## src/hw/rtl/lcg_pkg.sv

```systemverilog
// Shared widths, types and helpers for the lifetime colour gradient block.
package lcg_pkg;

   localparam int AGE_W        = 16;
   localparam int CHAN_W       = 12;
   localparam int COL_W        = 8;
   localparam int NUM_CHAN     = 4;
   localparam int KEY_WORD_W   = 64;
   localparam int CSR_IDX_W    = 3;
   localparam int MAX_KEYS_DEF = 6;
   localparam int PROD_W       = CHAN_W + AGE_W;
   localparam int NUMER_W      = PROD_W + 1;
   localparam int SCALED_W     = NUMER_W + COL_W;
   localparam int FRAC_SHIFT   = CHAN_W - 1;
   localparam int QUOT_W       = 9;
   localparam int DIVIDEND_W   = AGE_W + QUOT_W;

   typedef logic [NUM_CHAN-1:0][COL_W-1:0]      rgba_type;
   typedef logic [NUM_CHAN-1:0][DIVIDEND_W-1:0] dividend_type;

   typedef enum logic [CSR_IDX_W-1:0] {
      CSR_COLOUR_MODE = 3'd0,
      CSR_KEY_COUNT   = 3'd1,
      CSR_KEY_WORD_0  = 3'd2
   } csr_index_type;

   function automatic logic [AGE_W-1:0] key_time(input logic [KEY_WORD_W-1:0] word);
      return word[KEY_WORD_W-1 -: AGE_W];
   endfunction

   function automatic logic [CHAN_W-1:0] key_chan(input logic [KEY_WORD_W-1:0] word,
                                                  input int ch);
      return CHAN_W'(word >> (CHAN_W * (NUM_CHAN - 1 - ch)));
   endfunction

endpackage

```

## src/hw/rtl/lcg_age_div.sv

```systemverilog
// Pipelined restoring divider that turns remaining and total life into a Q0.16 age.
module lcg_age_div import lcg_pkg::*; (
   input  logic             clock,
   input  logic             reset,
   input  logic             in_valid,
   output logic             in_ready,
   input  logic [AGE_W-1:0] in_left,
   input  logic [AGE_W-1:0] in_total,
   input  rgba_type         in_colour,
   output logic             out_valid,
   input  logic             out_ready,
   output logic [AGE_W-1:0] out_age,
   output rgba_type         out_colour
);

   localparam int STAGES = AGE_W + 1;

   logic             v_ff     [STAGES];
   logic             rdy      [STAGES];
   logic [AGE_W-1:0] rem_ff   [STAGES];
   logic [AGE_W-1:0] q_ff     [STAGES];
   logic [AGE_W-1:0] tot_ff   [STAGES];
   logic             full_ff  [STAGES];
   rgba_type         col_ff   [STAGES];
   logic [AGE_W-1:0] rem_in   [STAGES];
   logic [AGE_W-1:0] q_in     [STAGES];
   logic             full_in0;

   always_comb begin
      rdy[STAGES-1] = !v_ff[STAGES-1] || out_ready;
      for (int k = STAGES - 2; k >= 0; k--) begin
         rdy[k] = !v_ff[k] || rdy[k+1];
      end
   end

   // entry: left above total gives age zero, a full lifetime saturates
   always_comb begin
      logic [AGE_W-1:0] diff;
      logic [AGE_W:0]   r2;
      diff = in_total - in_left;
      if (in_left > in_total) begin
         rem_in[0] = '0;
         full_in0  = 1'b0;
      end else begin
         rem_in[0] = diff;
         full_in0  = (diff == in_total);
      end
      q_in[0] = '0;
      for (int k = 1; k < STAGES; k++) begin
         r2 = {rem_ff[k-1], 1'b0};
         if (r2 >= {1'b0, tot_ff[k-1]}) begin
            rem_in[k] = AGE_W'(r2 - {1'b0, tot_ff[k-1]});
            q_in[k]   = {q_ff[k-1][AGE_W-2:0], 1'b1};
         end else begin
            rem_in[k] = r2[AGE_W-1:0];
            q_in[k]   = {q_ff[k-1][AGE_W-2:0], 1'b0};
         end
      end
   end

   always_ff @(posedge clock) begin
      if (reset) begin
         for (int k = 0; k < STAGES; k++) v_ff[k] <= 1'b0;
      end else begin
         if (rdy[0]) v_ff[0] <= in_valid;
         for (int k = 1; k < STAGES; k++) begin
            if (rdy[k]) v_ff[k] <= v_ff[k-1];
         end
      end
   end

   always_ff @(posedge clock) begin
      if (rdy[0]) begin
         rem_ff[0]  <= rem_in[0];
         q_ff[0]    <= q_in[0];
         tot_ff[0]  <= in_total;
         full_ff[0] <= full_in0;
         col_ff[0]  <= in_colour;
      end
      for (int k = 1; k < STAGES; k++) begin
         if (rdy[k]) begin
            rem_ff[k]  <= rem_in[k];
            q_ff[k]    <= q_in[k];
            tot_ff[k]  <= tot_ff[k-1];
            full_ff[k] <= full_ff[k-1];
            col_ff[k]  <= col_ff[k-1];
         end
      end
   end

   assign in_ready   = rdy[0];
   assign out_valid  = v_ff[STAGES-1];
   assign out_age    = full_ff[STAGES-1] ? '1 : q_ff[STAGES-1];
   assign out_colour = col_ff[STAGES-1];

endmodule

```

## config.mk

```make
export PLATFORM = sky130hd
export DESIGN_NAME = lcg_age_div
export DESIGN_NICKNAME = d
export VERILOG_FILES = /design/src/hw/rtl/lcg_pkg.sv /design/src/hw/rtl/lcg_age_div.sv
export SDC_FILE = /design/constraint.sdc
export NUM_CORES = 2
export LEC_CHECK = 0
export ABC_AREA = 1
export BUFFER_PORTS_ARGS = -buffer_cell sky130_fd_sc_hd__buf_2
export CAP_MARGIN = 20
export CORE_MARGIN = 2
export CORE_UTILIZATION = 45
export CTS_BUF_LIST = sky130_fd_sc_hd__clkbuf_4 sky130_fd_sc_hd__clkbuf_8
export DETAILED_ROUTE_END_ITERATION = 12
export SYNTH_ARGS = -nofsm -noshare
export SYNTH_HDL_FRONTEND = slang
export SYNTH_SLANG_ARGS = --single-unit
```

## constraint.sdc

```tcl
create_clock -name clock -period 24 [get_ports clock]
set_input_delay 3.6 -clock clock [delete_from_list [all_inputs] [get_ports clock]]
set_output_delay 3.6 -clock clock [all_outputs]
set_load 0.01 [all_outputs]
```

==> flow_summary.ini <==
[synth]
synth_area_per_cell_um2 = 13.25
synth_seq_area_share = 0.7053
syn_area_um2 = 52200
synth.net_count = 4295
synth_flop_cell = edfxtp_1
syn_inst = 3940
synth_seq_cells = 1226
synth-edff-count = 1226
async_reset_ff_frac = 0
ys_warn_count = 0
synth.distinct_cells = 47

[detailed_routing]
drc = 0
dr.first_iter.drc_count = 1654
route.detailed.wl_per_inst_um = 14.76
drt-total-wl_um = 86950
first_pass_iters = 6
vias_per_cell = 4.811
vias = 28340
route.antenna.remaining_nets = 0

[pwr]
swShare = 0.3189
internal-power_mw = 4.536
total_leakage_power_nw = 24.40
clkPwrFrac = 0.249
peakVddDrop_v = 0.00005050
power_density_nw_per_um2 = 114.2
p_comb_frac = 0.286
power_mw = 6.661
p_sw_mw = 2.124
power_frac_seq = 0.465

[worst_setup_path]
worstSetupStartpointType = input pin
cp.required_ps = 20400
worstSetupPathType = in -> out
startpoint = out_ready
rrSetupSlack_ps = 19340
worst_r2r_startpoint = v_ff[0][16]
cp_max_fo = 77
cp-end-kind = output pin
crit_end = in_ready
r2r_cells = 16
r2r_end = v_ff[0][13]
worst_ep_arrival_time_ps = 7250

[finish]
syn2layout_area_growth_pct = 11.78
final_cell_mix = 1226 x edfxtp_1, 687 x nand2_1, 491 x inv_1
layout_commonest_cell = edfxtp_1
drive_gt1_frac = 0.1115
fill_cells = 9858
fin_nets = 4580

[global_routing]
use_met1 = 0.1872
grt_usage = 0.1482
met3_usage = 0.02787
antenna_found_initial = 9
grt.overflow.total = 0
grt_pass1_vias = 27810
grt_max_degree = 79
busiest_layer = met2
grtUsageMet2 = 0.2531
grt_pass1_wl_um = 140400

[clocking]
tritoncts = built
post_cts_resized = 0
insertion_delay_ps = 840
clockBufferDepth = 3
holdBufCountCts = 0
post_cts_buffers = 0
cts_buffers = 192
ctsHtreeMaxLevel = 4
cts_root_buf = clkbuf_8
clk_pin_slew_ps = 60
numClockSinks = 1226

[timing]
fin_crit_sh = 0.4520
clock_skew_ps = 29.76
drv_slew = 0
worst-slew-pin-transition_ps = 1021
tns_ps = 0
relSlewSlack = 0.3191
final_hold_viol_count = 0
fin_crit_ps = 10850
fmax_mhz = 92.19
setup_viol = 0
rsz0062_at_grt = no

[floorplan]
die_h_um = 344.6
ios = 118
core-area_um2 = 114700
initial_core_util = 0.4553
fp.dieW_um = 344.6
rows = 124
die_area_um2 = 118700

[run]
cap_violations = 0

[placement]
port_buffers = 117
place_congestion = 0.8498
dp_hpwl_um = 63130

[worst_hold_path]
worstHoldPathType = reg -> reg
worstHoldPathCells = 0

[run_status]
outcome = finished clean
==> cell type report <==
cell class,instances,area [µm²],area share
Sequential cell,1226,36820,0.6310
Clock inverter,97,610.6,0.01046
Clock buffer,248,3063,0.05249
Antenna cell,4,10.01,0.0001715
Inverter,533,2007,0.03440
Timing Repair Buffer,134,713.2,0.01222
Tap cell,1512,1892,0.03242
Multi-Input combinational cell,2138,13240,0.2269
==> kinds of logic after synthesis <==
kind of cell | share of synthesized area
AOI/OAI and AO/OA | 0.06230
xor gates and xnor gates | 0.03536
adders and majority gates | 0.07109
buffers and inverters | 0.04185
DFF | 0.7053
and+or+nand+nor | 0.08411
==> power by group through the flow <==
stage / clock, mW / combinational [mW] / sequential [mW]
floorplan: 0 / 1.52 / 3.06
global placement: 0 / 1.88 / 3.14
detailed placement: 0 / 1.91 / 3.15
CTS: 1.72 / 1.91 / 3.10
global route: 1.81 / 2.19 / 3.14
finish: 1.66 / 1.91 / 3.10
==> sequential cells by signal, indices dropped and copies added, names as in the netlist <==
register,flops
col_ff,544
tot_ff,256
q_ff,136
v_ff,17
rem_ff,256
full_ff,17
==> Yosys cell counts, types with 2 or more instances <==
library cell | instances | area, µm²
nor3_1 | 27 | 135.1
nand2_1 | 689 | 2586
a31oi_1 | 22 | 137.6
a21o_1 | 26 | 195.2
a211oi_1 | 9 | 67.56
inv_2 | 32 | 120.1
inv_1 | 495 | 1858
a21oi_1 | 214 | 1071
edfxtp_1 | 1226 | 36820
o31ai_1 | 2 | 15.01
nand4_1 | 33 | 206.5
buf_1 | 14 | 52.55
nand3_2 | 2 | 20.02
nor4b_1 | 7 | 61.31
o21bai_1 | 16 | 120.1
nor4_1 | 3 | 18.77
nor2_1 | 137 | 514.2
nor2_4 | 4 | 45.04
nand2_2 | 2 | 12.51
xor2_1 | 111 | 972.2
o211ai_1 | 8 | 60.06
xnor3_1 | 3 | 67.56
ha_1 | 271 | 3391
xnor2_1 | 92 | 805.8
or2_2 | 16 | 100.1
fa_1 | 16 | 320.3
o21ai_0 | 32 | 160.2
buf_2 | 8 | 40.04
nand3_1 | 119 | 595.6
a21boi_1 | 8 | 60.06
a311oi_1 | 7 | 61.31
inv_4 | 2 | 12.51
nand3b_1 | 5 | 37.54
o2111ai_1 | 7 | 61.31
o21ai_1 | 241 | 1206
clkbuf_1 | 20 | 75.07
clkinv_1 | 4 | 15.01
==> per-stage QoR <==
step / setup slack [ps] / hold WS, ps / instance area (µm²) / instances / util
floorplan: 8707 / 400.3 / 52200 / 3940 / -
global placement: 13160 / 400.5 / 54660 / 5543 / 0.4768
detailed placement: 13060 / 404.5 / 54660 / 5543 / 0.4768
CTS: 13050 / 388.7 / 58340 / 5888 / 0.5088
global route: 12740 / 411.2 / 58350 / 5892 / 0.5089
finish: 13150 / 395.4 / 58350 / 5892 / 0.5089
==> metal layers <==
metal | vias to the layer above | wire [µm]
li1 | 14530 | -
met1 | 13170 | 38120
met2 | 465 | 43080
met3 | 180 | 3420
met4 | 0 | 2333
met5 | - | 0
==> worst min-delay path by stage <==
| stage | from | to |
|---|---|---|
| 2_1_floorplan | col_ff[0][68] | col_ff[0][100] |
| 3_3_place_gp | col_ff[0][219] | col_ff[0][251] |
| 3_5_place_dp | col_ff[0][70] | col_ff[0][102] |
| 4_1_cts | col_ff[1][98] | col_ff[1][130] |
| 5_1_grt | col_ff[1][98] | col_ff[1][130] |
| 6_report | q_ff[0][165] | q_ff[0][182] |
==> worst max-delay path, cell delays in order <==
cell and delay, ps:
buf_2 130, inv_2 110, nand3_4 210, nor2_2 300, nand2_4 80, nor2_4 150, nand2_4 50, buf_4 390
nor2_4 270, nand4_4 120, nor2_4 150, nand4_4 90, buf_4 390, nor2_4 320, nand3_4 440, buf_2 330
No activity file was read; power rests on OpenSTA's default activity.
