### src/hw/rtl/lcg_pkg.sv
// Shared widths, types and helpers for the lifetime colour gradient block.
package lcg_pkg;

   localparam int AGE_W        = 16;
   localparam int CHAN_W       = 12;
   localparam int COL_W        = 8;
   localparam int NUM_CHAN     = 4;
   localparam int KEY_WORD_W   = 64;
   localparam int CSR_IDX_W    = 3;
   localparam int MAX_KEYS_DEF = 6;
   localparam int PROD_W       = CHAN_W + AGE_W;
   localparam int NUMER_W      = PROD_W + 1;
   localparam int SCALED_W     = NUMER_W + COL_W;
   localparam int FRAC_SHIFT   = CHAN_W - 1;
   localparam int QUOT_W       = 9;
   localparam int DIVIDEND_W   = AGE_W + QUOT_W;

   typedef logic [NUM_CHAN-1:0][COL_W-1:0]      rgba_type;
   typedef logic [NUM_CHAN-1:0][DIVIDEND_W-1:0] dividend_type;

   typedef enum logic [CSR_IDX_W-1:0] {
      CSR_COLOUR_MODE = 3'd0,
      CSR_KEY_COUNT   = 3'd1,
      CSR_KEY_WORD_0  = 3'd2
   } csr_index_type;

   function automatic logic [AGE_W-1:0] key_time(input logic [KEY_WORD_W-1:0] word);
      return word[KEY_WORD_W-1 -: AGE_W];
   endfunction

   function automatic logic [CHAN_W-1:0] key_chan(input logic [KEY_WORD_W-1:0] word,
                                                  input int ch);
      return CHAN_W'(word >> (CHAN_W * (NUM_CHAN - 1 - ch)));
   endfunction

endpackage

### src/hw/rtl/lcg_chan_div.sv
// Per-channel pipelined divider by the key span, with saturation to eight bits.
module lcg_chan_div import lcg_pkg::*; (
   input  logic             clock,
   input  logic             reset,
   input  logic             in_valid,
   output logic             in_ready,
   input  dividend_type     in_dividend,
   input  logic [AGE_W-1:0] in_den,
   output logic             out_valid,
   input  logic             out_ready,
   output rgba_type         out_colour
);

   localparam int STAGES = QUOT_W + 1;

   typedef logic [NUM_CHAN-1:0][AGE_W-1:0]  rem_type;
   typedef logic [NUM_CHAN-1:0][QUOT_W-1:0] quot_type;

   logic             v_ff   [STAGES];
   logic             rdy    [STAGES];
   rem_type          rem_ff [STAGES];
   rem_type          rem_in [STAGES];
   quot_type         low_ff [STAGES];
   quot_type         q_ff   [STAGES];
   quot_type         q_in   [STAGES];
   logic [AGE_W-1:0] den_ff [STAGES];
   logic             out_v_ff;
   rgba_type         out_col_ff;
   logic             out_rdy;

   assign out_rdy = !out_v_ff || out_ready;
   always_comb begin
      rdy[STAGES-1] = !v_ff[STAGES-1] || out_rdy;
      for (int k = STAGES - 2; k >= 0; k--) rdy[k] = !v_ff[k] || rdy[k+1];
   end

   // the quotient stays below 512, so the top part already sits below the divisor
   always_comb begin
      logic [AGE_W:0] r2;
      for (int ch = 0; ch < NUM_CHAN; ch++) begin
         rem_in[0][ch] = in_dividend[ch][DIVIDEND_W-1:QUOT_W];
         q_in[0][ch]   = '0;
      end
      for (int k = 1; k < STAGES; k++) begin
         for (int ch = 0; ch < NUM_CHAN; ch++) begin
            r2 = {rem_ff[k-1][ch], low_ff[k-1][ch][QUOT_W-1]};
            if (r2 >= {1'b0, den_ff[k-1]}) begin
               rem_in[k][ch] = AGE_W'(r2 - {1'b0, den_ff[k-1]});
               q_in[k][ch]   = {q_ff[k-1][ch][QUOT_W-2:0], 1'b1};
            end else begin
               rem_in[k][ch] = r2[AGE_W-1:0];
               q_in[k][ch]   = {q_ff[k-1][ch][QUOT_W-2:0], 1'b0};
            end
         end
      end
   end

   always_ff @(posedge clock) begin
      if (reset) begin
         for (int k = 0; k < STAGES; k++) v_ff[k] <= 1'b0;
         out_v_ff <= 1'b0;
      end else begin
         if (rdy[0]) v_ff[0] <= in_valid;
         for (int k = 1; k < STAGES; k++) begin
            if (rdy[k]) v_ff[k] <= v_ff[k-1];
         end
         if (out_rdy) out_v_ff <= v_ff[STAGES-1];
      end
   end

   always_ff @(posedge clock) begin
      if (rdy[0]) begin
         rem_ff[0] <= rem_in[0];
         q_ff[0]   <= q_in[0];
         den_ff[0] <= in_den;
         for (int ch = 0; ch < NUM_CHAN; ch++) begin
            low_ff[0][ch] <= in_dividend[ch][QUOT_W-1:0];
         end
      end
      for (int k = 1; k < STAGES; k++) begin
         if (rdy[k]) begin
            rem_ff[k] <= rem_in[k];
            q_ff[k]   <= q_in[k];
            den_ff[k] <= den_ff[k-1];
            for (int ch = 0; ch < NUM_CHAN; ch++) begin
               low_ff[k][ch] <= {low_ff[k-1][ch][QUOT_W-2:0], 1'b0};
            end
         end
      end
      if (out_rdy) begin
         for (int ch = 0; ch < NUM_CHAN; ch++) begin
            out_col_ff[ch] <= q_ff[STAGES-1][ch][QUOT_W-1] ? '1
                                                           : q_ff[STAGES-1][ch][COL_W-1:0];
         end
      end
   end

   assign in_ready   = rdy[0];
   assign out_valid  = out_v_ff;
   assign out_colour = out_col_ff;

endmodule

### config.mk
export PLATFORM = sky130hd
export DESIGN_NAME = lcg_chan_div
export DESIGN_NICKNAME = d
export VERILOG_FILES = /design/src/hw/rtl/lcg_pkg.sv /design/src/hw/rtl/lcg_chan_div.sv
export SDC_FILE = /design/constraint.sdc
export NUM_CORES = 2
export LEC_CHECK = 0
export ABC_CLOCK_PERIOD_IN_PS = 10860
export CAP_MARGIN = 20
export CORE_MARGIN = 2
export CORE_UTILIZATION = 40
export DETAILED_ROUTE_END_ITERATION = 7
export DONT_BUFFER_PORTS = 1
export PLACE_DENSITY = 0.55
export SYNTH_ARGS = -nofsm -noshare
export SYNTH_HDL_FRONTEND = slang
export SYNTH_SLANG_ARGS = --single-unit
### constraint.sdc
create_clock -name clock -period 10.86 [get_ports clock]
set_clock_uncertainty 0.05 [all_clocks]
set_input_delay 1.629 -clock clock [delete_from_list [all_inputs] [get_ports clock]]
set_output_delay 1.629 -clock clock [all_outputs]
set_load 0.03 [all_outputs]
==> flow_summary.json <==
{
  "ctsHoldBuffers": 0,
  "ff2ff_setup_slack_ns": 6.53,
  "synth_edf_count": 1122,
  "synth_area_leader_cell": "edfxtp_1",
  "via_per_inst": 5.32,
  "hold_end": "low_ff[0][52]",
  "syn_area_per_cell_um2": 12.1,
  "busiest_layer": "met2",
  "root_buffer": "clkbuf_16",
  "r2r-start": "den_ff[4][1]",
  "drv_cap": 0,
  "routabilityCongestion": 0.898,
  "cts_made_buffers": 132,
  "setup_slack_ns": 5.51,
  "tns_ns": 0,
  "hold_viol_final": 0,
  "die_h_um": 408,
  "drc": 0,
  "max-vdd-ir-drop_v": 0.000177,
  "hold-worst-slack_ns": 0.338,
  "yosys_warnings": 0,
  "synth-async-reset-ratio": 0,
  "ys.flop_type": "edfxtp_1",
  "use_met3": 0.0262,
  "num_vias": 41300,
  "io_buffers": 0,
  "arrival_ns": 3.67,
  "fmax_ghz": 0.187,
  "grt_max_degree": 79,
  "nets": 6217,
  "fin_crit_ns": 5.35,
  "nFillCells": 15000,
  "clock_sinks": 1123,
  "die_width_um": 408,
  "powerDensity_mw_per_mm2": 296,
  "ys_seq_elements": 1123,
  "grt_pass1_vias": 41000,
  "ios": 154,
  "min_path_type": "reg -> reg",
  "grt_pass1_wl_mm": 248,
  "tightest_slew_ns": 1.06,
  "htree_levels": 4,
  "use_met1": 0.232,
  "drv_slew": 0,
  "use_met2": 0.344,
  "finalNonFillerCells": 7774,
  "hold_depth": 0,
  "setup_viol": 0,
  "yosys.cell_types.count": 98,
  "grt-ovfl-total": 0,
  "synthesis.area_mm2": 0.0652,
  "postCtsSetupRepairBufs": 0,
  "dr.first_iter.drc_count": 2044,
  "leakagePower_nw": 28.7,
  "clk_latency_ns": 0.81,
  "cts_tree": "built",
  "r2r_cells": 9,
  "synthesis.nets": 6132,
  "rows": 148,
  "utilization": 0.445,
  "fin_crit_sh": 0.493,
  "worstPathRequired_ns": 9.18,
  "critPathMaxFanout": 6,
  "place_inst": 7530,
  "start_kind": "input port",
  "syn_inst": 5404,
  "worstSetupEndpointType": "output port",
  "ant_nets": 0,
  "start_util": 0.402,
  "ys_top_cells_by_area": "edfxtp_1, ha_1, mux2_2",
  "post_cts_resized": 0,
  "status": "finished clean",
  "criticalPathCategory": "in -> out",
  "drt_wl_total_mm": 165,
  "r2r-end": "rem_ff[5][30]",
  "wl_per_cell_um": 21.3,
  "ctsLongestPathBuffers": 3,
  "synth_top_area_frac": 0.516,
  "clkTransAtPathRegs_ns": 0.06,
  "antenna_found_initial": 0,
  "hpwl_mm": 130,
  "fp.coreArea_mm2": 0.162,
  "dr.pass1.iters": 5,
  "die_area_mm2": 0.166,
  "yosysSeqAreaShare": 0.517,
  "grt_setup_unrepaired": "false",
  "grt.total_usage": 0.196,
  "drive_gt1_frac": 0.111,
  "dp_slack_ns": 5.50,
  "syn2layout_area_growth_pct": 10.7,
  "hp-start": "low_ff[0][15]",
  "relSlewSlack": 0.290
}
==> worst max-delay path: stages <==
cell	delay (ns)
nor2b_1	0.25
inv_1	0.12
nor2_1	0.28
and2_1	0.38
and3_1	0.55
nand4_1	0.23
buf_8	0.20
==> cell type report <==
cell class / count / area [um^2] / share of cell area
multi-input cells: 3884 / 30000 / 0.416
well taps: 2175 / 2720 / 0.0377
diodes: 4 / 10.0 / 0.000139
flip-flops and latches: 1123 / 33700 / 0.467
clock inverters: 87 / 961 / 0.0133
inverters: 321 / 1210 / 0.0168
repair buffers: 27 / 206 / 0.00286
clock buffers: 153 / 3380 / 0.0468
==> Yosys cell counts (33+ instances only) <==
master,n
ha_1,576
edfxtp_1,1122
xnor2_1,222
mux2_1,34
a31oi_1,59
inv_1,321
nor3_1,98
nand3_1,94
nor2_1,343
or2_2,62
and3_1,40
mux2_2,291
a21boi_0,45
o21a_1,96
a211oi_1,33
a21o_1,144
nand2_1,263
a21oi_1,348
xor2_1,119
clkbuf_1,45
nand4_1,79
mux2i_1,56
nand2b_1,80
nor4_1,33
o31ai_1,36
nor2b_1,91
o21ai_0,233
==> metal layers <==
layer | part of all wire | up-vias
met5 | 0 | -
met4 | 0.060 | 0
met1 | 0.42 | 19500
met2 | 0.50 | 804
met3 | 0.028 | 336
li1 | - | 20700
==> registers in the layout, indices dropped and copies added (netlist names) <==
signal and cells:
rem_ff 576, low_ff 180, q_ff 180, den_ff 144
out_colour 32, v_ff 10, out_valid 1
==> power breakdown <==
part | total (W) | switching, W | internal, W
combinational | 0.00938 | 0.00502 | 0.00436
clock | 0.00435 | 0.00187 | 0.00247
sequential | 0.00765 | 0.000877 | 0.00677
total | 0.0214 | 0.00776 | 0.0136
==> through the flow <==
stage,total power [W],cell area (um^2)
after floorplan,0.0147,65200
after global placement,0.0169,67900
after detailed placement,0.0170,67900
after CTS,0.0215,72200
after global routing,0.0229,72200
final,0.0214,72200
==> how the worst max path moves through the flow <==
stage | cells after the start | to | from
after floorplan | 8 | v_ff[0][0] | out_ready
after global placement | 9 | low_ff[0][11] | out_ready
after detailed placement | 7 | in_ready | out_ready
after CTS | 7 | in_ready | out_ready
after global routing | 7 | in_ready | out_ready
final | 7 | in_ready | out_ready
==> layout by cell type (no fill, tap or decap), types with 56 or more instances in the layout <==
cell type / netlist / final
edfxtp_1: 1122 / 1122
ha_1: 576 / 576
a21oi_1: 348 / 347
nor2_1: 343 / 343
inv_1: 321 / 317
mux2_2: 291 / 291
nand2_1: 263 / 259
o21ai_0: 233 / 231
xnor2_1: 222 / 222
a21o_1: 144 / 144
clkbuf_16: 0 / 132
xor2_1: 119 / 119
nor3_1: 98 / 98
o21a_1: 96 / 96
nand3_1: 94 / 93
nor2b_1: 91 / 91
nand2b_1: 80 / 80
nand4_1: 79 / 79
or2_2: 62 / 62
a31oi_1: 59 / 59
mux2i_1: 56 / 56
==> kinds of logic after synthesis <==
family                   count (synthesis)  share of synthesized area
AO/OA/AOI/OAI                         1249                      0.128
XOR/XNOR                               341                     0.0458
adder cells (fa/ha/maj)                608                      0.120
buffers and inverters                  397                     0.0244
flip-flops                            1123                      0.517
multiplexers                           381                     0.0647
AND/OR/NAND/NOR                       1305                      0.100
Note: power is estimated with default switching activity, not from simulation.
